==> src/hw/rtl/mmp_pkg.sv <==
// Shared types, constants and saturation helpers for the median motion predictor.
package mmp_pkg;

  // Depth of the per-axis position history.
  localparam int unsigned HistDepth = 4;
  // Width of the stored-sample counter, wide enough to hold HistDepth itself.
  localparam int unsigned CntW = 3;

  // Q16.16 position or speed field.
  typedef logic signed [31:0] data_t;
  // Difference of two positions; one bit wider so it never wraps.
  typedef logic signed [32:0] motion_t;
  // Position plus motion before saturation.
  typedef logic signed [33:0] sum_t;
  // Stored-sample counter.
  typedef logic [CntW-1:0] cnt_t;

  localparam sum_t SumMax = 34'sh0_7FFF_FFFF;
  localparam sum_t SumMin = -34'sh0_8000_0000;

  // Widen a motion value for the saturating adders.
  function automatic sum_t widen_motion(motion_t m);
    return {m[32], m};
  endfunction

  // Widen a position value for the saturating adders.
  function automatic sum_t widen_data(data_t d);
    return {{2{d[31]}}, d};
  endfunction

  // Clamp a wide signed value into the 32-bit field range.
  function automatic data_t sat_sum(sum_t v);
    data_t r;
    if (v > SumMax) begin
      r = 32'sh7FFF_FFFF;
    end else if (v < SumMin) begin
      r = 32'sh8000_0000;
    end else begin
      r = v[31:0];
    end
    return r;
  endfunction

endpackage

==> src/hw/rtl/mmp_speed.sv <==
// Angular speed of one axis: registered motion-times-frame-rate product, then rounding and clamp.
module mmp_speed (
  input  logic             clk_i,
  input  logic             en_i,
  input  mmp_pkg::motion_t motion_i,
  input  logic [31:0]      rate_i,
  output mmp_pkg::data_t   speed_o
);

  logic             neg;
  logic [32:0]      mag_full;
  logic [31:0]      mag;
  logic [63:0]      prod_d;
  logic [63:0]      prod_q;
  logic             neg_q;
  logic             zero_q;
  mmp_pkg::data_t   satm_q;
  logic [63:0]      rnd;
  logic [47:0]      r;

  // Magnitude of the motion always fits 32 bits.
  assign neg      = motion_i[32];
  assign mag_full = neg ? (33'd0 - motion_i) : motion_i;
  assign mag      = mag_full[31:0];
  assign prod_d   = {32'd0, mag} * {32'd0, rate_i};

  // Product register and the flags that steer the output stage.
  always_ff @(posedge clk_i) begin
    if (en_i) begin
      prod_q <= prod_d;
      neg_q  <= neg;
      zero_q <= (rate_i == 32'd0);
      satm_q <= mmp_pkg::sat_sum(mmp_pkg::widen_motion(motion_i));
    end
  end

  // Round Q32.32 to Q16.16, ties away from zero, then clamp with the sign applied.
  assign rnd = prod_q + 64'h8000;
  assign r   = rnd[63:16];

  always_comb begin
    if (zero_q) begin
      speed_o = satm_q;
    end else if (neg_q) begin
      if (r > 48'h0000_8000_0000) begin
        speed_o = 32'sh8000_0000;
      end else begin
        speed_o = 32'd0 - r[31:0];
      end
    end else begin
      if (r > 48'h0000_7FFF_FFFF) begin
        speed_o = 32'sh7FFF_FFFF;
      end else begin
        speed_o = r[31:0];
      end
    end
  end

endmodule

==> config.mk <==
export PLATFORM = sky130hd
export DESIGN_NAME = mmp_speed
export DESIGN_NICKNAME = d
export VERILOG_FILES = /design/src/hw/rtl/mmp_pkg.sv /design/src/hw/rtl/mmp_speed.sv
export SDC_FILE = /design/constraint.sdc
export NUM_CORES = 2
export LEC_CHECK = 0
export ABC_AREA = 1
export BUFFER_PORTS_ARGS = -buffer_cell sky130_fd_sc_hd__buf_2
export CAP_MARGIN = 20
export CORE_MARGIN = 4
export CORE_UTILIZATION = 25
export DETAILED_ROUTE_END_ITERATION = 7
export GPL_ROUTABILITY_DRIVEN = 0
export SYNTH_ARGS = -nofsm -noshare
export SYNTH_HDL_FRONTEND = slang
export SYNTH_SLANG_ARGS = --single-unit
==> constraint.sdc <==
create_clock -name clk_i -period 9.6 [get_ports clk_i]
set_input_delay 0.96 -clock clk_i [delete_from_list [all_inputs] [get_ports clk_i]]
set_output_delay 0.96 -clock clk_i [all_outputs]
set_load 0.005 [all_outputs]
* After elaboration in Yosys (flattened, before gate mapping)
Index checks and enable logic that the tools add are counted.
** Word-level totals
- Output and inout port bits :: 32
- Bits in registers :: 98
- Bits of input ports :: 67
- Word-level logic and storage cells :: 19
** Cells by class
- $mul :: 1
- Order comparisons :: 4
- Mux-type cells :: 6
- $add $sub $neg :: 3
- Reduce and logical (&&, ||, !) cells :: 1
** Operators with widths (number)
- two-way mux 32 bit :: 6
- adder 64 x 16 -> 64 bit (second input constant) :: 1
- multiplier 32 x 32 -> 64 bit :: 1
- subtractor 1 x 32 -> 32 bit (first input constant) :: 2
- > comparator 48 x 31 -> 1 bit (second input constant) :: 1
- > comparator 48 x 32 -> 1 bit (second input constant) :: 1
- > comparator 33 x 32 -> 1 bit (second input constant) :: 1
- less-than comparator 33 x 32 -> 1 bit (second input constant) :: 1
- logical NOT 32 bit :: 1

* Depth between registers and ports, before layout
- Depth in word-level cells :: 5
- Mapped depth :: 46
- Gate-level depth less buffers :: 44

* Worst setup path before layout
OpenSTA, ideal clock, no wires.
- Path kind :: input -> register
- Start :: input port motion_i[0]
- End :: register prod_q[62] (data pin)
- Path buffers :: 2
- Library setup time :: 0.252 ns
- Arrival :: 8.418 ns
- Slack :: 0.930 ns
- Required time :: 9.348 ns
- Stages on the path :: 35
- Cells stage by stage :: buf_6 > inv_2 > ha_1 > nand3_1 > nor2_1 > nand2_1 > nor4_1 > xor2_1 > nand2_1 > nand2_1 > buf_2 > nor2_1 > fa_1 > fa_1 > fa_1 > inv_1 > fa_1 > inv_1 > fa_1 > fa_1 > fa_1 > inv_1 > fa_1 > inv_1 > ha_1 > a21o_1 > a21oi_1 > o21a_1 > inv_1 > a21oi_1 > nor2_1 > a211oi_1 > nand2_1 > nand2_1 > nand2_1
** Between the ends
- Cells in the longest elaborated chain, start to end :: 3
** Ends and longest elaborated chain
- start, declared :: RTL line mmp_speed.sv:5 : input mmp_pkg::motion_t motion_i,
- subtractor 1 x 32 -> 32 bit :: RTL line mmp_speed.sv:23 : assign mag_full = neg ? (33'd0 - motion_i) : motion_i;
- two-way mux 32 bit (*) :: RTL line mmp_speed.sv:23
- multiplier 32 x 32 -> 64 bit (*) :: RTL line mmp_speed.sv:25 : assign prod_d = {32'd0, mag} * {32'd0, rate_i};
- net prod_d[62] :: RTL line mmp_speed.sv:13 : logic [63:0] prod_d;
- end signal, assigned :: RTL line mmp_speed.sv:30 : prod_q <= prod_d;
- end, declared :: RTL line mmp_speed.sv:14 : logic [63:0] prod_q;
Mark *: on every way through the listed nets, which the timed path passes. The rest lies on a longest branch.
A chain may end at the register's enable or synchronous reset.

* Final worst setup path
- Start :: input port motion_i[1]
- End :: register prod_q[60] (data pin)
Same word-level chain as after synthesis.

==> key figures <==
Global routing
  – Antenna violations before repair: 17
  – Overall overflow remaining after global route: 0
  – Largest net degree at the start of global routing: 70
  – Vias in the first global route: 37670
  – Overall track demand over capacity in global routing: 0.1714
  – Wire length of the first global-routing pass: 224300 microns

Yosys
  – Largest cells by area after synthesis: fa_1, inv_1, nand2_1, ha_1, nor2_1
  – Warning count from the yosys run: 0
  – Library cell occupying the most area in the post-synthesis netlist: fa_1
  – Post-synthesis net count: 6599
  – Post-synthesis sequential element count: 83
  – Syn_area_per_cell: 7.617 sq um
  – Part of the Yosys area used for sequential elements: 0.06091
  – Area of the mapped netlist: 40920 sq um
  – Netlist cell types: 49
  – Proportion of synthesized flip-flops having asynchronous set or reset: 0
  – Leading register cell type out of synthesis: edfxtp_1
  – Share of Yosys cell area claimed by the top area cell type: 0.4379
  – Count of mapped cells out of synthesis: 5372
  – Number of synthesized flops with an enable pin: 83

Die
  – Count of boundary I/O pins: 99
  – Die span in x: 412.6 microns
  – Core footprint: 162800 sq um
  – Starting Density: 0.2514
  – Site Rows: 148
  – Die outline height: 412.6 microns
  – Die area: 170200 sq um

Worst setup path
  – Cell at the slowest stage of the critical path: fa_1
  – CP endpoint kind: register
  – Worst stage delay on the critical path: 0.55 ns
  – Source of the critical timing path: motion_i[1]
  – Cell seen most often among critical-path stages: inv_1
  – Worst path arrival time: 9.32 ns
  – Startpoint Class: primary input
  – Max FO, Critical Path: 19
  – Kind of critical path: primary input to register
  – Data required time at the worst endpoint: 9.69 ns

Place
  – Number of port buffers: 98
  – Post-detail-place hpwl: 125500 microns

Clock network
  – Maximum level of the CTS H-tree: 3
  – Clock buffer depth: 2
  – Total CTS buffers: 9
  – Cts-stage hold buffer count: 0
  – CTS root buf: clkbuf_16
  – TritonCTS clock tree: yes
  – Total setup buffers inserted after CTS: 0
  – Post-cts resize count: 0
  – Clock slew seen by the registers of the worst setup and hold paths: 0.07 ns
  – Clock tree sinks: 83

Timing
  – RSZ-0062 raised after global routing: false
  – Transition at the pin with the smallest max-transition slack: 1.001 ns
  – Period minus WS final: 9.230 ns
  – Setup TNS: 0 ns
  – Share of the clock period used by the worst path: 0.9615
  – Final-report max-slew violation count: 0
  – Total of endpoints with negative setup slack in the final report: 0
  – Endpoints failing hold: 0
  – Relative slew slack: 0.3302
  – Hold slack final: 0.9984 ns
  – FMAX: 0.1083 GHz

Drt
  – WL per Instance: 19.21 microns
  – Length of the first detailed-routing pass in iterations: 8
  – Violation count after the first detailed-routing iteration: 3632
  – Post-detailed-route count of antenna-violating nets: 0
  – Wire length after detailed routing: 146200 microns
  – Drc violations: 0
  – Via total after detailed routing: 36330
  – Vias/cell: 4.773

Flow run
  – Max-Cap Viols: 0

Outcome
  – Outcome: complete, no violations

Finish
  – Nets: 6650
  – Most common cell after layout, fill and taps aside: inv_1
  – Most used cells in the layout excluding fill and tap cells: inv_1, nand2_1, fa_1
  – Relative area change from synthesis to final layout: 9.657%
  – Number of fill cells in the layout: 17670
  – Fraction of final layout cells sized beyond drive strength 1: 0.06522
  – Fin util: 0.2757

Min path
  – Start point of the worst min-delay path: en_i
  – Worst min path class: primary input to register
==> worst max-delay path: cells and delay by family <==
family | cells | cell delay (ns)
buffers and inverters | 11 | 1.07
AOI/OAI and AO/OA | 1 | 0.11
xor gates and xnor gates | 2 | 0.52
and+or+nand+nor | 13 | 2.23
adders and majority gates | 9 | 4.40
==> final timing paths <==
check             slack [ns]  depth (start not counted)         end
setup / recovery        0.37                         36  prod_q[60]
hold / removal           1.0                          1  satm_q[25]
==> metrics by stage <==
step           cells  cell area, sq um  worst slack, ns
4_1_cts         7602             44770           0.3158
2_1_floorplan   5372             40920           0.9302
3_3_place_gp    7586             44490          0.01007
3_5_place_dp    7586             44490         -0.02673
5_1_grt         7605             44850          0.01160
6_report        7613             44870           0.3700
==> routing by layer <==
metal,up-vias,track usage,wire length [microns]
li1,15870,-,-
met1,18110,0.2260,57840
met2,1976,0.2698,65310
met3,364,0.04178,16250
met4,8,0.06814,6796
met5,-,0,48
==> cells in the mapped netlist (all sizes together), types with 19 or more instances <==
master,instances
buf,35
fa,895
inv,1230
nand2,1131
nor4,20
clkinv,19
a21oi,121
nand4,45
clkbuf,175
nor2,887
o21ai,115
nand3,202
xor2,46
ha,265
nor3,19
edfxtp,83
==> flip-flops by register name, indices dropped and copies added, names as in the netlist <==
register / cells
neg_q: 1
prod_q: 49
satm_q: 32
zero_q: 1
==> cell families (layout without fill, tap and decap cells) <==
group | count (synthesis) | in the layout | synth area share
AO/OA/AOI/OAI | 298 | 298 | 0.04027
buffers and inverters | 1459 | 1515 | 0.1365
flip-flops | 83 | 83 | 0.06091
adder cells (fa/ha/maj) | 1160 | 1160 | 0.5189
XOR/XNOR | 59 | 59 | 0.01263
other | 0 | 10 | 0
AND/OR/NAND/NOR | 2313 | 2313 | 0.2307
==> area by class of cell <==
| cell class | instances | area [sq um] | area share |
|---|---|---|---|
| antenna | 10 | 25.02 | 0.0005577 |
| clock buffer | 9 | 225.2 | 0.005020 |
| clock inverter | 7 | 50.05 | 0.001115 |
| inverter | 1249 | 4695 | 0.1046 |
| multi-input combinational | 3830 | 32900 | 0.7332 |
| sequential | 83 | 2492 | 0.05555 |
| tap | 2175 | 2721 | 0.06065 |
| timing repair buffer | 250 | 1760 | 0.03924 |
Power is left out: the tool's default activity adds up to more than one toggle a clock period on the data nets, which glitch-free logic cannot reach.
