[config.mk]
export PLATFORM = sky130hd
export DESIGN_NAME = mmp_axis_hist
export DESIGN_NICKNAME = d
export VERILOG_FILES = /design/src/hw/rtl/mmp_pkg.sv /design/src/hw/rtl/mmp_axis_hist.sv
export SDC_FILE = /design/constraint.sdc
export NUM_CORES = 1
export LEC_CHECK = 0
export ABC_AREA = 1
export BUFFER_PORTS_ARGS = -buffer_cell sky130_fd_sc_hd__buf_2
export CORE_MARGIN = 2
export CORE_UTILIZATION = 35
export CTS_CLUSTER_DIAMETER = 80
export CTS_CLUSTER_SIZE = 28
export DETAILED_ROUTE_END_ITERATION = 10
export HOLD_SLACK_MARGIN = 0.05
export SYNTH_ARGS = -nofsm -noshare
export SYNTH_HDL_FRONTEND = slang
export SYNTH_SLANG_ARGS = --single-unit
[constraint.sdc]
create_clock -name clk_i -period 16.1 [get_ports clk_i]
set_input_delay 2.415 -clock clk_i [delete_from_list [all_inputs] [get_ports clk_i]]
set_output_delay 2.415 -clock clk_i [all_outputs]
set_load 0.03 [all_outputs]
[src/hw/rtl/mmp_pkg.sv]
// Shared types, constants and saturation helpers for the median motion predictor.
package mmp_pkg;

  // Depth of the per-axis position history.
  localparam int unsigned HistDepth = 4;
  // Width of the stored-sample counter, wide enough to hold HistDepth itself.
  localparam int unsigned CntW = 3;

  // Q16.16 position or speed field.
  typedef logic signed [31:0] data_t;
  // Difference of two positions; one bit wider so it never wraps.
  typedef logic signed [32:0] motion_t;
  // Position plus motion before saturation.
  typedef logic signed [33:0] sum_t;
  // Stored-sample counter.
  typedef logic [CntW-1:0] cnt_t;

  localparam sum_t SumMax = 34'sh0_7FFF_FFFF;
  localparam sum_t SumMin = -34'sh0_8000_0000;

  // Widen a motion value for the saturating adders.
  function automatic sum_t widen_motion(motion_t m);
    return {m[32], m};
  endfunction

  // Widen a position value for the saturating adders.
  function automatic sum_t widen_data(data_t d);
    return {{2{d[31]}}, d};
  endfunction

  // Clamp a wide signed value into the 32-bit field range.
  function automatic data_t sat_sum(sum_t v);
    data_t r;
    if (v > SumMax) begin
      r = 32'sh7FFF_FFFF;
    end else if (v < SumMin) begin
      r = 32'sh8000_0000;
    end else begin
      r = v[31:0];
    end
    return r;
  endfunction

endpackage

[src/hw/rtl/mmp_axis_hist.sv]
// Four-deep position history of one axis with its median-of-three motion estimate.
module mmp_axis_hist (
  input  logic            clk_i,
  input  logic            rst_ni,
  input  logic            push_i,
  input  logic            clear_i,
  input  mmp_pkg::data_t  pos_i,
  input  mmp_pkg::cnt_t   cnt_i,
  output mmp_pkg::data_t  latest_o,
  output mmp_pkg::motion_t motion_o
);

  mmp_pkg::data_t   hist_q [mmp_pkg::HistDepth];
  mmp_pkg::motion_t diff [mmp_pkg::HistDepth-1];

  // Median of three values, as a min/max network.
  function automatic mmp_pkg::motion_t median3(mmp_pkg::motion_t a, mmp_pkg::motion_t b,
                                               mmp_pkg::motion_t c);
    mmp_pkg::motion_t lo;
    mmp_pkg::motion_t hi;
    mmp_pkg::motion_t m;
    lo = (a < b) ? a : b;
    hi = (a < b) ? b : a;
    m  = (hi < c) ? hi : c;
    return (lo > m) ? lo : m;
  endfunction

  // Shift register, newest entry at index 0; a new track empties the older entries.
  always_ff @(posedge clk_i or negedge rst_ni) begin
    if (!rst_ni) begin
      for (int i = 0; i < mmp_pkg::HistDepth; i++) begin
        hist_q[i] <= '0;
      end
    end else if (push_i) begin
      hist_q[0] <= pos_i;
      for (int i = 1; i < mmp_pkg::HistDepth; i++) begin
        hist_q[i] <= clear_i ? '0 : hist_q[i-1];
      end
    end
  end

  // Successive differences, kept one bit wider than the positions.
  always_comb begin
    for (int i = 0; i < mmp_pkg::HistDepth - 1; i++) begin
      diff[i] = {hist_q[i][31], hist_q[i]} - {hist_q[i+1][31], hist_q[i+1]};
    end
  end

  // Motion depends on how many samples the track holds.
  always_comb begin
    if (cnt_i < mmp_pkg::cnt_t'(2)) begin
      motion_o = '0;
    end else if (cnt_i < mmp_pkg::cnt_t'(mmp_pkg::HistDepth)) begin
      motion_o = diff[0];
    end else begin
      motion_o = median3(diff[0], diff[1], diff[2]);
    end
  end

  assign latest_o = hist_q[0];

endmodule

== Word-level counts from Yosys, hierarchy flattened ==
Cells that the tools add are included.

* Bits in registers: 128
* Latch bits: 0
* Bits in writable memories: 0
* Bits in read-only memories: 0
* Memories kept: 0

* Add/subtract/negate cells: 3
* Multiply operators: 0
* Div/mod/pow operators: 0
* Magnitude comparators: 5
* Equality and inequality tests: 0
* Shift-type cells: 0
* Muxes and demuxes: 9
* Bitwise logic cells: 0
* Reduce and logical (&&, ||, !) cells: 0

{| class="wikitable"
|+ Operators with widths
! kind !! count
|-
| 33-bit 2-to-1 mux || 6
|-
| 32-bit by 32-bit subtractor with 33-bit output || 3
|-
| 32-bit 2-to-1 mux || 3
|-
| 33-bit < comparator || 2
|-
| 33-bit greater-than comparator || 1
|-
| 3-bit by 2-bit < comparator with 1-bit output (second input constant) || 1
|-
| 3-bit < comparator (second input constant) || 1
|}

== Logic depth before layout (Yosys ltp) ==
* Word-level depth: 9
* Mapped depth: 70

== Least setup slack after synthesis ==
Ideal clock, no wire load.

* Path type: reg2out
* Start: register hist_q[34] (netlist name)
* End: output port motion_o[23]
* Arrival time: 8332 ps
* Path slack: 5353 ps
* Cell stages (with the launch flop): 55
* Cell sequence: dfrtp_1 > inv_1 > ha_1 > a21oi_1 > nand2_1 > nand2_1 > nand3_1 > a21boi_2 > o21ai_1 > a21boi_0 > o21ai_1 > a21boi_2 > o21ai_1 > a21boi_2 > o21ai_1 > a21oi_1 > xor2_1 > inv_1 > [19 not listed] > buf_2 > nand3_1 > nand2_1 > ha_1 > a21oi_1 > o21a_1 > o221ai_1 > o21ai_0 > o2111ai_1 > a21oi_1 > o21bai_1 > a221o_1 > o21ai_1 > clkbuf_1 > nand2_1 > nand2_1 > inv_1 > a21oi_1

* Longest elaborated chain between the ends: 9
* Elaborated cells on any way between the ends: 11
* Those cells by class: 2 x add/sub; 3 x order compare; 6 x mux

{| class="wikitable"
|+ Ends and longest elaborated chain
! item !! line !! source
|-
| start: declaration || mmp_axis_hist.sv:13 || <nowiki>mmp_pkg::data_t hist_q [mmp_pkg::HistDepth];</nowiki>
|-
| start signal: indexed assignment || mmp_axis_hist.sv:37 || <nowiki>hist_q[i] <= clear_i ? '0 : hist_q[i-1];</nowiki>
|-
| 32-bit by 32-bit subtractor with 33-bit output || mmp_axis_hist.sv:45 || <nowiki>diff[i] = {hist_q[i][31], hist_q[i]} - {hist_q[i+1][31], hist_q[i+1]};</nowiki>
|-
| 33-bit < comparator || mmp_axis_hist.sv:22, mmp_axis_hist.sv:23 ||
|-
| 33-bit 2-to-1 mux || mmp_axis_hist.sv:23 || <nowiki>hi = (a < b) ? b : a;</nowiki>
|-
| 33-bit < comparator || mmp_axis_hist.sv:24 || <nowiki>m = (hi < c) ? hi : c;</nowiki>
|-
| 33-bit 2-to-1 mux || mmp_axis_hist.sv:24 ||
|-
| 33-bit greater-than comparator || mmp_axis_hist.sv:25 || <nowiki>return (lo > m) ? lo : m;</nowiki>
|-
| 33-bit 2-to-1 mux * || mmp_axis_hist.sv:25 ||
|-
| 33-bit 2-to-1 mux * || mmp_axis_hist.sv:53 || <nowiki>end else if (cnt_i < mmp_pkg::cnt_t'(mmp_pkg::HistDepth)) begin</nowiki>
|-
| 33-bit 2-to-1 mux * || mmp_axis_hist.sv:51 || <nowiki>if (cnt_i < mmp_pkg::cnt_t'(2)) begin</nowiki>
|-
| end: declaration || mmp_axis_hist.sv:10 || <nowiki>output mmp_pkg::motion_t motion_o</nowiki>
|}

Mark *: on every way between the ends. The rest lies on a longest branch, timed or not.

== Worst setup path after layout ==
* Start: register hist_q (netlist bit latest_o[0])
* End: output port motion_o[19]

* Longest elaborated chain between the ends: 9
* Elaborated cells on any way between the ends: 10
* Those cells by class: 1 x add/sub; 3 x order compare; 6 x mux

{| class="wikitable"
|+ Ends and longest elaborated chain
! item !! line
|-
| 32-bit by 32-bit subtractor with 33-bit output * || mmp_axis_hist.sv:45
|-
| 33-bit < comparator || mmp_axis_hist.sv:22, mmp_axis_hist.sv:23
|-
| 33-bit 2-to-1 mux || mmp_axis_hist.sv:23
|-
| 33-bit < comparator || mmp_axis_hist.sv:24
|-
| 33-bit 2-to-1 mux || mmp_axis_hist.sv:24
|-
| 33-bit greater-than comparator || mmp_axis_hist.sv:25
|-
| 33-bit 2-to-1 mux || mmp_axis_hist.sv:25
|-
| 33-bit 2-to-1 mux * || mmp_axis_hist.sv:53
|-
| 33-bit 2-to-1 mux * || mmp_axis_hist.sv:51
|}

Marked as above.

==> impl_metrics.tcl <==
set metrics [dict create \
    status "finished, final reports clean" \
    ys_async_sr_fraction_pct 100 \
    ctsResizeCount 0 \
    grt_pass1_wl_um 67700 \
    skew_ps 15.1 \
    path_clk_slew_ps 60 \
    fin_crit_sh_pct 92.0 \
    wl_per_cell_um 16.1 \
    maxCapViolations 0 \
    fp-row-count 73 \
    globalRoute.totalOverflow 0 \
    antenna_found_initial 0 \
    cts.sinks 128 \
    drt_first_pass_iters 6 \
    grt_pass1_vias 12900 \
    crit_type "reg2out" \
    drtIter0Drc 938 \
    min_from "hist_q[18]" \
    areaGrowthSynthToFinish_pct 9.45 \
    final_area_um2 15300 \
    synthCells 2042 \
    rsz0062_at_grt "false" \
    final-seq-area_um2 3200 \
    die_y_um 204 \
    gp_congestion 0.892 \
    grt_max_degree 97 \
    tightest_slew_ps 1180 \
    cts_buffers 17 \
    critPathCapture "motion_o[19]" \
    cp_slowest_cell "inv_2" \
    synth_flop_cell "dfrtp_1" \
    cp-startpoint "latest_o[0]" \
    vias 13400 \
    drc_errors 0 \
    cts.hold.buffers_added 0 \
    hold_slack_ps 539 \
    syn_avg_cell_area_um2 6.84 \
    max_stage_delay_ps 890 \
    finalHoldViolCount 0 \
    ff2ff_path_depth 2 \
    numPortBuffers 102 \
    endpoint_kind "output port" \
    r2r-end "hist_q[1]" \
    start_util_pct 35.3 \
    routed_via_density 5.15 \
    ant_nets 0 \
    grtUsageTotal_pct 20.5 \
    setup_viol 0 \
    nets 2307 \
    cp_common_cell "nand2_1" \
    setup_ws_ps 1300 \
    ys_seq_area_share_pct 22.9 \
    drive_gt1_share_pct 8.91 \
    crit_fanout 64 \
    max_freq_ghz 0.0675 \
    yosys_warnings 0 \
    reg2reg_slack_ps 15250 \
    synthesis.nets 2275 \
    root_buffer "clkbuf_16" \
    coreArea_um2 39500 \
    preCtsSetupSlack_ps 1840 \
    dpl_cell_area_um2 14700 \
    die_area_um2 41500 \
    hpwl_um 33000 \
    synthDistinctLibCells 51 \
    layout_min_cycle_time_ps 14800 \
    required_ps 13690 \
    htreeDepth 4 \
    synth_area_um2 14000 \
    antenna_cells 0 \
    timing.setup.tns_ps 0 \
    holdCritPathClass "reg2reg" \
    multiInputGateArea_um2 8910 \
    worstPathArrival_ps 12390 \
    ys_ff_latch 128 \
    reg2reg_from "hist_q[33]" \
    start_kind "flip-flop" \
    cts_buffer_depth 2 \
    ios 104 \
    cts_tree "built" \
    clk_latency_ps 450 \
    wl_um 42100 \
    nFillCells 4154 \
    slew_violations 0 \
    postCtsSetupRepairBufs 0 \
    synth_edf_count 0 \
    die_w_um 204 \
    maxSlewHeadroom_pct 21.0 \
]
-- through the flow --
| stage | utilization [%] | instances |
|---|---|---|
| 6_report | 38.7 | 2612 |
| 5_1_grt | 38.7 | 2612 |
| 3_5_place_dp | 37.2 | 2580 |
| 2_1_floorplan | - | 2042 |
| 4_1_cts | 38.7 | 2612 |
| 3_3_place_gp | 37.2 | 2580 |
-- flip-flops by register name, indices dropped and copies added (netlist names) --
signal and count:
hist_q 96, latest_o 32
-- cells in the final DEF (no fill, tap or decap), types with 51 or more instances in the layout --
cell type  instances
nand3_1           97
dfrtp_1          128
inv_1            352
buf_2            100
nand2_1          452
o22ai_1           96
o21ai_0          155
a21oi_1          168
xor2_1            51
ha_1             191
-- worst max-delay path: cells and delay by family, from the launching register on --
family                   cells  cell delay (ps)
buffers and inverters        8             2020
flip-flops                   1              370
AO/OA/AOI/OAI               20             4410
adder cells (fa/ha/maj)      5             1770
AND/OR/NAND/NOR             19             3250
-- per-layer routing --
| layer | track usage, % | wire length [um] |
|---|---|---|
| met1 | 29.3 | 21100 |
| met4 | 6.26 | 844 |
| met5 | 0 | 0 |
| met3 | 2.68 | 1860 |
| met2 | 32.1 | 18300 |
-- cells by family after synthesis --
family                   Yosys count  share of synthesized area, %
AO/OA/AOI/OAI                    510                          20.6
XOR/XNOR                          86                          5.39
adder cells (fa/ha/maj)          194                          17.5
buffers and inverters            459                          13.4
flip-flops                       128                          22.9
AND/OR/NAND/NOR                  665                          20.1
-- final cells by class --
cell class	count	area share, %
clock buffer	18	2.87
tap	525	4.30
sequential	128	20.9
clock inverter	14	0.933
multi-input combinational	1455	58.3
inverter	362	8.89
timing repair buffer	110	3.79
-- worst min path at each step --
stage,to,slack (ps),depth (start not counted)
6_report,hist_q[18],540,2
5_1_grt,hist_q[6],560,2
4_1_cts,hist_q[27],540,2
3_5_place_dp,hist_q[27],530,2
3_3_place_gp,hist_q[23],520,2
2_1_floorplan,hist_q[0],510,2
-- cells in the mapped netlist (6+ instances only) --
cell type  instances  share of area (%)
o21a_1             6               0.32
o21bai_1           6               0.32
xnor2_1           35                2.2
clkbuf_1          44                1.2
nand2_2            7               0.31
ha_1             191                 17
nor4_1             9               0.40
nor2_1            49                1.3
buf_4             32                1.7
inv_1            352                9.5
o22ai_1           96                4.3
nand2_1          453                 12
nand3_1           97                3.5
inv_2              9               0.24
buf_1             10               0.27
buf_2              8               0.29
dfrtp_1          128                 23
nor2_2             6               0.27
xor2_1            51                3.2
o21ai_0          155                5.6
a211oi_1           7               0.38
a31oi_1           10               0.45
nand4_1           16               0.72
a21oi_1          168                6.0
o21ai_1           20               0.72
nor3_1            15               0.54
Power is not shown: default switching activity piles up to over one toggle a cycle in this logic, so the estimate is an artifact.
